`config.mk`:
```
export PLATFORM = sky130hd
export DESIGN_NAME = tof_delta_t_hypotheses_unit
export DESIGN_NICKNAME = d
export VERILOG_FILES = /design/src/design/tdh_pkg.sv /design/src/design/tdh_iter_unit.sv /design/src/design/tof_delta_t_hypotheses_unit.sv
export SDC_FILE = /design/constraint.sdc
export NUM_CORES = 2
export LEC_CHECK = 0
export BUFFER_PORTS_ARGS = -buffer_cell sky130_fd_sc_hd__buf_2
export CAP_MARGIN = 10
export CORE_ASPECT_RATIO = 1.4
export CORE_UTILIZATION = 55
export CTS_BUF_LIST = sky130_fd_sc_hd__clkbuf_4 sky130_fd_sc_hd__clkbuf_8
export DETAILED_ROUTE_END_ITERATION = 10
export GPL_ROUTABILITY_DRIVEN = 1
export MAX_ROUTING_LAYER = met4
export PLACE_DENSITY_LB_ADDON = 0.12
export RECOVER_POWER = 100
export SETUP_SLACK_MARGIN = 0.2
export SYNTH_ARGS = -nofsm -noshare
export SYNTH_HDL_FRONTEND = slang
export SYNTH_SLANG_ARGS = --single-unit
```
`constraint.sdc`:
```
create_clock -name clock -period 14.75 [get_ports clock]
set_clock_uncertainty 0.2 [all_clocks]
set_input_delay 0.7375 -clock clock [delete_from_list [all_inputs] [get_ports clock]]
set_output_delay 0.7375 -clock clock [all_outputs]
set_load 0.005 [all_outputs]
```
`src/design/tdh_pkg.sv`:
```
`default_nettype none
package tdh_pkg;

   typedef struct packed {
      logic        first_track;
      logic [15:0] flight_time;
      logic [19:0] path_length;
      logic [23:0] momentum;
   } req_type;

   typedef struct packed {
      logic signed [23:0] dt_electron;
      logic signed [23:0] dt_proton;
      logic signed [23:0] dt_pion;
      logic signed [23:0] dt_kaon;
      logic               zero_momentum;
   } rsp_type;

   // shared unit operating modes
   localparam logic [1:0] MODE_DIV  = 2'd0;
   localparam logic [1:0] MODE_SQRT = 2'd1;
   localparam logic [1:0] MODE_MUL  = 2'd2;

   localparam logic [5:0] DIV_STEPS  = 6'd49;
   localparam logic [5:0] SQRT_STEPS = 6'd32;

   // register indexes
   localparam logic [2:0] REG_ELECTRON = 3'd0;
   localparam logic [2:0] REG_PROTON   = 3'd1;
   localparam logic [2:0] REG_PION     = 3'd2;
   localparam logic [2:0] REG_KAON     = 3'd3;
   localparam logic [2:0] REG_SPEED    = 3'd4;

   typedef struct packed {
      logic        start;
      logic [1:0]  mode;
      logic [63:0] sh;
      logic [47:0] b;
   } iter_ctl_type;

   typedef struct packed {
      logic        done;
      logic [48:0] q;
      logic [61:0] acc;
      logic        ovf;
   } iter_res_type;

endpackage
`default_nettype wire

```
`src/design/tdh_iter_unit.sv`:
```
`default_nettype none
module tdh_iter_unit (
   input  wire logic                  clock,
   input  wire logic                  reset,
   input  wire tdh_pkg::iter_ctl_type ctl,
   output tdh_pkg::iter_res_type      res
);
   import tdh_pkg::*;

   localparam logic [61:0] MUL_LIMIT = 62'd1 << 57;

   logic        busy_ff;
   logic        done_ff;
   logic [1:0]  mode_ff;
   logic [5:0]  cnt_ff;
   logic [63:0] sh_ff;
   logic [61:0] rem_ff;
   logic [48:0] q_ff;
   logic [47:0] b_ff;
   logic        ovf_ff;

   logic [61:0] a_op;
   logic [61:0] b_op;
   logic        sub;
   logic [62:0] sum;
   logic        last;

   always_comb begin
      unique case (mode_ff)
         MODE_DIV: begin
            a_op = {rem_ff[60:0], sh_ff[63]};
            b_op = {14'd0, b_ff};
            sub  = 1'b1;
         end
         MODE_SQRT: begin
            a_op = {rem_ff[59:0], sh_ff[63:62]};
            b_op = {11'd0, q_ff, 2'b01};
            sub  = 1'b1;
         end
         MODE_MUL: begin
            a_op = {rem_ff[60:0], 1'b0};
            b_op = sh_ff[63] ? {14'd0, b_ff} : 62'd0;
            sub  = 1'b0;
         end
         default: begin
            a_op = 62'd0;
            b_op = 62'd0;
            sub  = 1'b0;
         end
      endcase
      // carry out on subtract means a_op >= b_op
      sum  = {1'b0, a_op} + {1'b0, (sub ? ~b_op : b_op)} + {62'd0, sub};
      last = cnt_ff == ((mode_ff == MODE_SQRT) ? SQRT_STEPS - 6'd1 : DIV_STEPS - 6'd1);
   end

   always_ff @(posedge clock) begin
      if (reset) begin
         busy_ff <= 1'b0;
         done_ff <= 1'b0;
      end else begin
         done_ff <= busy_ff && last && !ctl.start;
         if (ctl.start) begin
            busy_ff <= 1'b1;
         end else if (busy_ff && last) begin
            busy_ff <= 1'b0;
         end
      end
   end

   always_ff @(posedge clock) begin
      if (ctl.start) begin
         mode_ff <= ctl.mode;
         sh_ff   <= ctl.sh;
         b_ff    <= ctl.b;
         rem_ff  <= 62'd0;
         q_ff    <= 49'd0;
         ovf_ff  <= 1'b0;
         cnt_ff  <= 6'd0;
      end else if (busy_ff) begin
         cnt_ff <= cnt_ff + 6'd1;
         sh_ff  <= (mode_ff == MODE_SQRT) ? {sh_ff[61:0], 2'b00} : {sh_ff[62:0], 1'b0};
         if (mode_ff == MODE_MUL) begin
            // accumulator only grows, so an overflow stays an overflow
            if (!ovf_ff) begin
               rem_ff <= sum[61:0];
               if (sum[61:0] > MUL_LIMIT) begin
                  ovf_ff <= 1'b1;
               end
            end
         end else if (sum[62]) begin
            rem_ff <= sum[61:0];
            q_ff   <= {q_ff[47:0], 1'b1};
         end else begin
            rem_ff <= a_op;
            q_ff   <= {q_ff[47:0], 1'b0};
         end
      end
   end

   assign res.done = done_ff;
   assign res.q    = q_ff;
   assign res.acc  = rem_ff;
   assign res.ovf  = ovf_ff;

endmodule
`default_nettype wire

```
`src/design/tof_delta_t_hypotheses_unit.sv`:
```
`default_nettype none
// the sequencer holds off a new request until the previous result has reached the output register;
// the bit-serial divide/sqrt/multiply unit does one path divide, then a sqrt, a divide and a
// multiply for each mass hypothesis; zero momentum skips the mass hypotheses
// a finished result waits in the output register while the next request is taken
// reset is synchronous: registers return to their defaults, reference vertex to zero
module tof_delta_t_hypotheses_unit (
   input  wire logic             clock,
   input  wire logic             reset,
   input  wire logic             req_valid,
   output logic                  req_stall,
   input  wire tdh_pkg::req_type req_payload,
   output logic                  rsp_valid,
   input  wire logic             rsp_stall,
   output tdh_pkg::rsp_type      rsp_payload,
   input  wire logic             csr_psel,
   input  wire logic             csr_penable,
   input  wire logic             csr_pwrite,
   input  wire logic [4:0]       csr_paddr,
   input  wire logic [31:0]      csr_pwdata,
   output logic [31:0]           csr_prdata,
   output logic                  csr_pready
);
   import tdh_pkg::*;

   localparam logic [3:0] S_IDLE  = 4'd0;
   localparam logic [3:0] S_PATH  = 4'd1;
   localparam logic [3:0] S_VERT  = 4'd2;
   localparam logic [3:0] S_SQRT  = 4'd3;
   localparam logic [3:0] S_GDIV  = 4'd4;
   localparam logic [3:0] S_MUL   = 4'd5;
   localparam logic [3:0] S_ACCUM = 4'd6;
   localparam logic [3:0] S_OUT   = 4'd7;

   localparam logic signed [41:0] VERT_MIN = -(42'sd1 <<< 24);
   localparam logic signed [41:0] VERT_MAX = (42'sd1 <<< 24) - 42'sd1;
   localparam logic signed [27:0] DT_MIN   = -(28'sd1 <<< 23);
   localparam logic signed [27:0] DT_MAX   = (28'sd1 <<< 23) - 28'sd1;
   localparam logic [29:0]        D_LIMIT  = 30'd1 << 25;

   logic [3:0]         state_ff;
   logic [1:0]         k_ff;
   logic               first_ff;
   logic [15:0]        t_ff;
   logic [23:0]        p_ff;
   logic [47:0]        psq_ff;
   logic [47:0]        pq_ff;
   logic signed [24:0] vertex_ff;
   logic signed [23:0] dt_ff [4];
   logic               zero_ff;
   logic               rsp_valid_ff;
   rsp_type            rsp_ff;
   logic [20:0]        electron_ff;
   logic [20:0]        proton_ff;
   logic [20:0]        pion_ff;
   logic [20:0]        kaon_ff;
   logic [21:0]        speed_ff;

   iter_ctl_type ctl;
   iter_res_type res;

   logic               accept;
   logic               rsp_free;
   logic               csr_write;
   logic [1:0]         idx;
   logic [20:0]        mass_sel;
   logic [41:0]        msq;
   logic [48:0]        radicand;
   logic [21:0]        speed_nz;
   logic [40:0]        path_rnd;
   logic signed [41:0] vert_full;
   logic signed [24:0] vert_in;
   logic [61:0]        prod_rnd;
   logic [29:0]        d_val;
   logic signed [27:0] dt_full;
   logic signed [23:0] dt_in;

   tdh_iter_unit u_iter (
      .clock (clock),
      .reset (reset),
      .ctl   (ctl),
      .res   (res)
   );

   assign req_stall  = state_ff != S_IDLE;
   assign accept     = req_valid && !req_stall;
   assign rsp_free   = !rsp_valid_ff || !rsp_stall;
   assign csr_pready = 1'b1;
   assign csr_write  = csr_psel && csr_penable && csr_pwrite;

   always_comb begin
      idx = (state_ff == S_VERT) ? 2'd0 : k_ff + 2'd1;
      unique case (idx)
         2'd0:    mass_sel = electron_ff;
         2'd1:    mass_sel = proton_ff;
         2'd2:    mass_sel = pion_ff;
         default: mass_sel = kaon_ff;
      endcase
      msq      = mass_sel * mass_sel;
      radicand = {1'b0, psq_ff} + {7'd0, msq};
      speed_nz = (speed_ff == 22'd0) ? 22'd1 : speed_ff;

      // vertex time, beta taken as one
      path_rnd  = 41'(({1'b0, pq_ff} + 49'd128) >> 8);
      vert_full = $signed({26'd0, t_ff}) - $signed({1'b0, path_rnd});
      if (vert_full < VERT_MIN) begin
         vert_in = 25'(VERT_MIN);
      end else if (vert_full > VERT_MAX) begin
         vert_in = 25'(VERT_MAX);
      end else begin
         vert_in = 25'(vert_full);
      end

      prod_rnd = res.acc + (62'd1 << 31);
      if (res.ovf || (prod_rnd[61:32] > D_LIMIT)) begin
         d_val = D_LIMIT;
      end else begin
         d_val = prod_rnd[61:32];
      end
      dt_full = 28'(vertex_ff) - $signed({12'd0, t_ff}) + $signed({2'd0, 26'(d_val)});
      if (dt_full < DT_MIN) begin
         dt_in = 24'(DT_MIN);
      end else if (dt_full > DT_MAX) begin
         dt_in = 24'(DT_MAX);
      end else begin
         dt_in = 24'(dt_full);
      end
   end

   always_comb begin
      ctl = '0;
      unique case (state_ff)
         S_IDLE: begin
            if (accept) begin
               ctl.start = 1'b1;
               ctl.mode  = MODE_DIV;
               ctl.sh    = {1'b0, req_payload.path_length, 28'd0, 15'd0};
               ctl.b     = {26'd0, speed_nz};
            end
         end
         S_VERT: begin
            if (p_ff != 24'd0) begin
               ctl.start = 1'b1;
               ctl.mode  = MODE_SQRT;
               ctl.sh    = {1'b0, radicand, 14'd0};
            end
         end
         S_SQRT: begin
            if (res.done) begin
               ctl.start = 1'b1;
               ctl.mode  = MODE_DIV;
               ctl.sh    = {res.q[31:0], 17'd0, 15'd0};
               ctl.b     = {24'd0, p_ff};
            end
         end
         S_GDIV: begin
            if (res.done) begin
               ctl.start = 1'b1;
               ctl.mode  = MODE_MUL;
               ctl.sh    = {res.q, 15'd0};
               ctl.b     = pq_ff;
            end
         end
         S_ACCUM: begin
            if (k_ff != 2'd3) begin
               ctl.start = 1'b1;
               ctl.mode  = MODE_SQRT;
               ctl.sh    = {1'b0, radicand, 14'd0};
            end
         end
         default: ctl = '0;
      endcase
   end

   always_ff @(posedge clock) begin
      if (reset) begin
         state_ff     <= S_IDLE;
         rsp_valid_ff <= 1'b0;
         vertex_ff    <= 25'sd0;
         electron_ff  <= 21'd511;
         proton_ff    <= 21'd938272;
         pion_ff      <= 21'd139570;
         kaon_ff      <= 21'd493677;
         speed_ff     <= 22'd1964722;
         k_ff         <= 2'd0;
      end else begin
         if (csr_write) begin
            unique case (csr_paddr[4:2])
               REG_ELECTRON: electron_ff <= csr_pwdata[20:0];
               REG_PROTON:   proton_ff   <= csr_pwdata[20:0];
               REG_PION:     pion_ff     <= csr_pwdata[20:0];
               REG_KAON:     kaon_ff     <= csr_pwdata[20:0];
               REG_SPEED:    speed_ff    <= csr_pwdata[21:0];
               default:      ;
            endcase
         end

         if (state_ff == S_OUT && rsp_free) begin
            rsp_valid_ff <= 1'b1;
         end else if (rsp_valid_ff && !rsp_stall) begin
            rsp_valid_ff <= 1'b0;
         end

         unique case (state_ff)
            S_IDLE: begin
               if (accept) begin
                  state_ff <= S_PATH;
               end
            end
            S_PATH: begin
               if (res.done) begin
                  state_ff <= S_VERT;
               end
            end
            S_VERT: begin
               if (first_ff) begin
                  vertex_ff <= vert_in;
               end
               k_ff     <= 2'd0;
               state_ff <= (p_ff == 24'd0) ? S_OUT : S_SQRT;
            end
            S_SQRT: begin
               if (res.done) begin
                  state_ff <= S_GDIV;
               end
            end
            S_GDIV: begin
               if (res.done) begin
                  state_ff <= S_MUL;
               end
            end
            S_MUL: begin
               if (res.done) begin
                  state_ff <= S_ACCUM;
               end
            end
            S_ACCUM: begin
               if (k_ff == 2'd3) begin
                  state_ff <= S_OUT;
               end else begin
                  k_ff     <= k_ff + 2'd1;
                  state_ff <= S_SQRT;
               end
            end
            S_OUT: begin
               if (rsp_free) begin
                  state_ff <= S_IDLE;
               end
            end
            default: state_ff <= S_IDLE;
         endcase
      end
   end

   // payload registers
   always_ff @(posedge clock) begin
      if (accept) begin
         first_ff <= req_payload.first_track;
         t_ff     <= req_payload.flight_time;
         p_ff     <= req_payload.momentum;
         psq_ff   <= req_payload.momentum * req_payload.momentum;
      end
      if (state_ff == S_PATH && res.done) begin
         pq_ff <= res.q[47:0];
      end
      if (state_ff == S_VERT) begin
         zero_ff <= p_ff == 24'd0;
         if (p_ff == 24'd0) begin
            dt_ff[0] <= 24'sd0;
            dt_ff[1] <= 24'sd0;
            dt_ff[2] <= 24'sd0;
            dt_ff[3] <= 24'sd0;
         end
      end
      if (state_ff == S_ACCUM) begin
         dt_ff[k_ff] <= dt_in;
      end
      if (state_ff == S_OUT && rsp_free) begin
         rsp_ff.dt_electron   <= dt_ff[0];
         rsp_ff.dt_proton     <= dt_ff[1];
         rsp_ff.dt_pion       <= dt_ff[2];
         rsp_ff.dt_kaon       <= dt_ff[3];
         rsp_ff.zero_momentum <= zero_ff;
      end
   end

   always_comb begin
      unique case (csr_paddr[4:2])
         REG_ELECTRON: csr_prdata = {11'd0, electron_ff};
         REG_PROTON:   csr_prdata = {11'd0, proton_ff};
         REG_PION:     csr_prdata = {11'd0, pion_ff};
         REG_KAON:     csr_prdata = {11'd0, kaon_ff};
         REG_SPEED:    csr_prdata = {10'd0, speed_ff};
         default:      csr_prdata = 32'd0;
      endcase
   end

   assign rsp_valid   = rsp_valid_ff;
   assign rsp_payload = rsp_ff;

`ifndef SYNTHESIS
   a_unit_idle_when_idle: assert property (@(posedge clock) disable iff (reset)
      state_ff == S_IDLE |-> !res.done)
      else $error("shared unit finished while sequencer idle");

   a_no_start_while_busy: assert property (@(posedge clock) disable iff (reset)
      ctl.start |=> !ctl.start)
      else $error("shared unit restarted back to back");

   a_zero_gives_zero: assert property (@(posedge clock) disable iff (reset)
      rsp_valid && rsp_payload.zero_momentum |-> rsp_payload.dt_electron == 24'sd0
         && rsp_payload.dt_kaon == 24'sd0)
      else $error("zero momentum result carries nonzero delta");

   a_result_after_out: assert property (@(posedge clock) disable iff (reset)
      $rose(rsp_valid) |-> $past(state_ff) == S_OUT)
      else $error("result raised outside output state");
`endif

endmodule
`default_nettype wire

```
# --- Word level (Yosys, flattened, before mapping) ---
# Memories as Yosys holds them, arrays and structs flattened. A register that Yosys moved wholly into a read port is not among the register bits.
# Index checks and enable logic that the tools add are counted.
op_classes:
  add_sub_neg: 10
  multipliers: 2
  div_mod_pow: 0
  magnitude_cmp: 6
  eq_ne: 26
  n_shift: 0
  mux: 54
  n_bitwise: 2
  reduce_logical: 39
ops:
  columns: ["operator", "count"]
  rows:
  - ["$mux W115", 3]
  - ["$pmux W67 S5", 1]
  - ["$mux W62", 4]
  - ["$mux W64", 3]
  - ["$pmux W62 S3", 1]
  - ["$pmux W51 S3", 1]
  - ["$pmux W48 S3", 1]
  - ["$mux W67", 2]
  - ["$pmux W22 S5", 1]
  - ["$mux W24", 3]
  - ["$add A62 B62 Y63", 1]
  - ["$add A63 B1 Y63", 1]
  - ["$pmux W21 S3", 1]
  - ["$add A62 B32 Y62 const B", 1]
  - ["$gt A62 B58 Y1 const B", 1]
  - ["$not A62 Y62", 1]
  - ["$mux W25", 2]
  - ["$add A48 B42 Y49", 1]
  - ["$add A48 B8 Y49 const B", 1]
  - ["$mul A24 B24 Y48", 1]
  - ["$mux W48", 1]
  - ["$gt A42 B25 Y1 const B", 1]
  - ["$lt A42 B25 Y1 const B", 1]
  - ["$mul A21 B21 Y42", 1]
  - ["44 further kinds", 104]
word_totals:
  reg_bits: 511
  latch_bits: 0
  ramBits: 96
  mem_bits_ro: 0
  input_bits: 105
  output_inout_bits: 132
  n_memories: 1
memory_table:
  columns: ["memory", "depth", "word_bits", "rd", "rd_clocked_by_memory_dff", "write_ports", "line_no", "rtl"]
  rows:
  - ["dt_ff", 4, 24, 4, 4, 4, "tof_delta_t_hypotheses_unit.sv:49", "logic signed [23:0] dt_ff [4];"]

# --- Depth between registers and ports, before layout ---
depth:
  depth_word: 10
  depth_mapped: 39
  mapped_depth_nobuf: 37

# --- Cells and area by module ---
# A second synthesis with hierarchy kept.
unflattened:
  cells_unflattened: 7382
  hier_area_um2: 68587.0
modules_own_cells:
  columns: ["mod", "instances", "cells_each", "area_per_inst_um2"]
  rows:
  - ["tof_delta_t_hypotheses_unit", 1, 5596, 53306.1]
  - ["tdh_iter_unit", 1, 1786, 15280.9]

# --- Least setup slack after synthesis ---
# No wires, ideal clock.
synth_timing:
  path_type: "reg-to-reg"
  from: "register k_ff[1]"
  to: "register u_iter.sh_ff[55] (data pin)"
  arrival_ns: 8.629
  path_slack_ns: 5.654
  path_stages_with_launch: 35
  n_path_buf: 2
  cell_sequence: "dfxtp_1 ha_1 inv_1 a21oi_1 clkbuf_1 o221ai_1 inv_1 clkbuf_1 nand2_1 fa_1 inv_1 fa_1 inv_1 fa_1 inv_1 fa_1 fa_1 fa_1 inv_1 fa_1 inv_1 ha_1 a21o_1 a21o_1 a211oi_1 o21ai_0 a21o_1 o21bai_1 a21oi_1 a211o_1 a21oi_1 o31ai_1 a2111oi_0 xor2_1 o21ai_0"
synth_between:
  elab_chain_len: 9
  elab_cells_between_ends: 13
synth_lines:
  columns: ["item", "line_no", "rtl"]
  rows:
  - ["start, declared", "tof_delta_t_hypotheses_unit.sv:42", "logic [1:0] k_ff;"]
  - ["start signal, assigned", "tof_delta_t_hypotheses_unit.sv:241", "k_ff <= k_ff + 2'd1;"]
  - ["$add A2 B1 Y2", "tof_delta_t_hypotheses_unit.sv:92", "idx = (state_ff == S_VERT) ? 2'd0 : k_ff + 2'd1;"]
  - ["$mux W2", "tof_delta_t_hypotheses_unit.sv:92", null]
  - ["$eq A2 B2 Y1 (tied with other cells)", "tof_delta_t_hypotheses_unit.sv:93", "unique case (idx)"]
  - ["$pmux W21 S3", "tof_delta_t_hypotheses_unit.sv:93", null]
  - ["$mul A21 B21 Y42", "tof_delta_t_hypotheses_unit.sv:99", "msq = mass_sel * mass_sel;"]
  - ["$add A48 B42 Y49", "tof_delta_t_hypotheses_unit.sv:100", "radicand = {1'b0, psq_ff} + {7'd0, msq};"]
  - ["$mux W67, on equally long branches", "tof_delta_t_hypotheses_unit.sv:165, tof_delta_t_hypotheses_unit.sv:142", null]
  - ["$pmux W67 S5 (*)", "tof_delta_t_hypotheses_unit.sv:132", "unique case (state_ff)"]
  - ["$mux W64 (*)", "tdh_iter_unit.sv:71", "if (ctl.start) begin"]
  - ["end signal, assigned", "tdh_iter_unit.sv:73", "sh_ff <= ctl.sh;"]
  - ["end signal, assigned", "tdh_iter_unit.sv:81", "sh_ff <= (mode_ff == MODE_SQRT) ? {sh_ff[61:0], 2'b00} : {sh_ff[62:0], 1'b0};"]
  - ["end, declared", "tdh_iter_unit.sv:16", "logic [63:0] sh_ff;"]
# Every way passes the cells marked *; elsewhere a longest branch is shown, timed or not.
# A chain may end at the register's enable or synchronous reset.

# --- Worst setup path after layout ---
layout_timing:
  from: "register state_ff[2]"
  to: "register u_iter.sh_ff[55] (data pin)"
layout_between:
  elab_chain_len: 9
  elab_cells_between_ends: 20
layout_lines:
  columns: ["item", "line_no", "rtl"]
  rows:
  - ["start, declared", "tof_delta_t_hypotheses_unit.sv:41", "logic [3:0] state_ff;"]
  - ["start signal, assigned", "tof_delta_t_hypotheses_unit.sv:220", "state_ff <= (p_ff == 24'd0) ? S_OUT : S_SQRT;"]
  - ["$eq A4 B2 Y1", "tof_delta_t_hypotheses_unit.sv:92, tof_delta_t_hypotheses_unit.sv:132", null]
  - ["$mux W2", "tof_delta_t_hypotheses_unit.sv:92", null]
  - ["$eq A2 B2 Y1 (tied with other cells)", "tof_delta_t_hypotheses_unit.sv:93", null]
  - ["$pmux W21 S3", "tof_delta_t_hypotheses_unit.sv:93", null]
  - ["$mul A21 B21 Y42", "tof_delta_t_hypotheses_unit.sv:99", null]
  - ["$add A48 B42 Y49", "tof_delta_t_hypotheses_unit.sv:100", null]
  - ["$mux W67, on equally long branches", "tof_delta_t_hypotheses_unit.sv:165, tof_delta_t_hypotheses_unit.sv:142", null]
  - ["$pmux W67 S5 (*)", "tof_delta_t_hypotheses_unit.sv:132", null]
  - ["$mux W64 (*)", "tdh_iter_unit.sv:71", null]
# Marked as above.

==> impl_metrics.tcl <==
set metrics [dict create \
    grt.overflow.total 0 \
    worstReg2RegEnd "u_iter.sh_ff[55]" \
    coreArea_um2 120000 \
    final_critical_path_setup_slack_ps 1980 \
    synth_enable_flop_cells 429 \
    initialDrtViolationCount 4136 \
    wl_um 204000 \
    failing_checks "max-capacitance violations, max-slew violations" \
    cts_tree "yes" \
    detailroute.via_count 52500 \
    cts.hold.buffers_added 40 \
    cts_post_setup_buffers_inserted 0 \
    nNetsFinal 8683 \
    async_flop_share_pct 0 \
    worst-r2r-cell-count 34 \
    slowest_delay_ps 1060 \
    synth-adder-area-share_pct 32.3 \
    avgRoutedWirePerCell_um 22.5 \
    post_synth_most_frequent_cells "inv_1 (1,231), nand2_1 (931), fa_1 (791)" \
    antenna_found_initial 18 \
    synth.distinct_cells 105 \
    io_buffer_count 213 \
    clkLatencyLatePin_ps 820 \
    clock_sink_count 686 \
    route.detailed.vias_per_inst 5.81 \
    synth-compound-area-share_pct 12.7 \
    synth.largest_area_cell "fa_1" \
    post-route-cell-area_um2 71600 \
    synth-main-ff-cell "edfxtp_1" \
    first_global_vias 53600 \
    crit_start "state_ff[2]" \
    std_cell_rows 150 \
    setup_total_negative_slack_ps 0 \
    synthCells 7239 \
    place.detailed.instances 8780 \
    path_delay_family "compound AO/OA/AOI/OAI gates" \
    run_status "complete, but fails checks" \
    crit_path_max_fanout 22 \
    post_layout_nonfiller_instances 9036 \
    synthMostInstantiatedCell "inv_1" \
    worstSetupPathDepth 34 \
    detailedPlacementHpwl_um 155000 \
    maxCapViolCount 39 \
    n_fill_cell 10800 \
    postSynthRegisterBits 686 \
    hold_viol_final 0 \
    grt_pass1_wl_um 309000 \
    max_freq_mhz 78.3 \
    clkTransAtPathRegs_ps 70 \
    synth.cell_area_um2 66700 \
    die_x_um 296 \
    clock_tree.buffer_depth 3 \
    cts-buffers-inserted 105 \
    worst_path_max_delay_cell "clkbuf_1" \
    fp.dieArea_um2 123000 \
    final.period_utilization_pct 86.6 \
    synth_largest_type_area_fraction_pct 23.8 \
    min-delay-path-class "in2reg" \
    worst_ep_arrival_time_ps 13100 \
    rrSetupSlack_ps 1980 \
    synth-warning-count 0 \
    effective_utilization_at_floorplan_pct 55.7 \
    timing.critical_path.to_type "register" \
    cp.required_ps 15080 \
    synthXorXnorAreaFrac_pct 3.56 \
    layout-drive-gt1-share_pct 5.82 \
    worst_slew_pin_slew_ps 6780 \
    die_y_um 414 \
    seq_area_frac_synth_pct 27.0 \
    netlist_top_cells_area "fa_1 (24%), edfxtp_1 (19%), ha_1 (8.5%)" \
    area_delta_synth_final_pct 7.40 \
    cpMostUsedCell "fa_1" \
    synth_top_family_by_area "adder cells" \
    muxShareOfSynthArea_pct 0.939 \
    timing.final.crit_period_ps 12780 \
    post_placement_worst_setup_slack_ps 3680 \
    setup-violations-final 0 \
    endpoint "u_iter.sh_ff[55]" \
    floorplan.io_pins 237 \
    post_synth_and_or_nand_nor_area_fraction_pct 14.3 \
    regToRegStartpoint "state_ff[2]" \
    postPlaceCellArea_um2 69000 \
    path_buf_inv 9 \
    postCtsResizedCells 0 \
    worst-setup-path-type "reg2reg" \
    ant_nets 0 \
    largest_net_degree_at_the_start_of_global_routing 120 \
    drv_slew 1306 \
    slew-limit-headroom_pct -352 \
    drcViolationCount 0 \
    unrepaired_setup_endpoints_after_global_routing "false" \
    critical_path.startpoint_type "register" \
    gpl.final_weighted_congestion 0.970 \
    cts.htree.levels 3 \
    clock-root-buffer "clkbuf_8" \
    synthesis.area_per_instance_um2 9.21 \
    globalRouteTotalUtil_pct 34.6 \
    drt_pass1_iterations 10 \
]
[how the worst min path moves through the flow]
stage | startpoint | endpoint | depth (start not counted)
3_5_place_dp | dt_ff[3][11] | rsp_payload[12] | 0
2_1_floorplan | zero_ff | rsp_payload[0] | 0
3_3_place_gp | dt_ff[1][4] | rsp_payload[53] | 0
5_1_grt | rsp_stall | rsp_valid | 3
6_report | req_payload[24] | u_iter.sh_ff[43] | 3
4_1_cts | req_payload[24] | u_iter.sh_ff[43] | 3
[layout by cell type (no fill, tap or decap), drive strengths merged, types with 100 or more instances in the layout]
cell    instances
inv          1240
nand2         931
fa            791
a21oi         517
ha            455
edfxtp        429
nor2          410
clkbuf        277
dfxtp         257
and2          221
o21ai         209
xnor2         166
buf           159
o22ai         132
a21o          107
xor2          104
nand3         100
[flip-flops by register name, indices dropped and copies added (netlist names), 2 cells and up]
register and flops:
k_ff 2, psq_ff 46, u_iter.mode_ff 2, dt_ff 96, u_iter.cnt_ff 6, proton_ff 21, t_ff 16, rsp_payload 97
p_ff 24, state_ff 3, kaon_ff 21, electron_ff 21, pq_ff 48, u_iter.sh_ff 50, u_iter.rem_ff 62, pion_ff 21
u_iter.q_ff 49, u_iter.b_ff 48, vertex_ff 25, speed_ff 22
[kinds of logic after synthesis]
logic type | Yosys count
simple gates | 2047
buf+inv | 1587
compound gates | 1341
fa+ha+maj | 1246
flops | 686
xor+xnor | 270
mux | 60
other cells | 2
[area by class of cell]
cell class	count	area [um^2]	area share (%)
diodes	15	37.5	0.0524
flip-flops and latches	686	18000	25.2
clock inverters	51	628	0.877
multi-input cells	4976	42600	59.5
clock buffers	149	1860	2.59
well taps	1596	2000	2.79
inverters	1236	4640	6.48
repair buffers	327	1780	2.49
[metal layers]
| layer | vias to the layer above | track usage (%) | part of all wire, % |
|---|---|---|---|
| met3 | 594 | 3.80 | 6.3 |
| met2 | 2013 | 58.6 | 50 |
| met5 | - | - | 0 |
| li1 | 24100 | - | - |
| met1 | 25800 | 38.3 | 36 |
| met4 | 0 | 23.5 | 7.9 |
[stage by stage]
stage,util [%],hold WS (ps)
2_1_floorplan,-,200
3_3_place_gp,57.6,201
3_5_place_dp,57.6,205
4_1_cts,60.1,60.7
5_1_grt,59.8,102
6_report,59.8,111
[worst min-delay path: stages]
cell,delay (ps)
buf_2,100
a222oi_1,80
o221ai_1,80
Power is not shown: default switching activity piles up to over one toggle a cycle in this logic, so the estimate is an artifact.
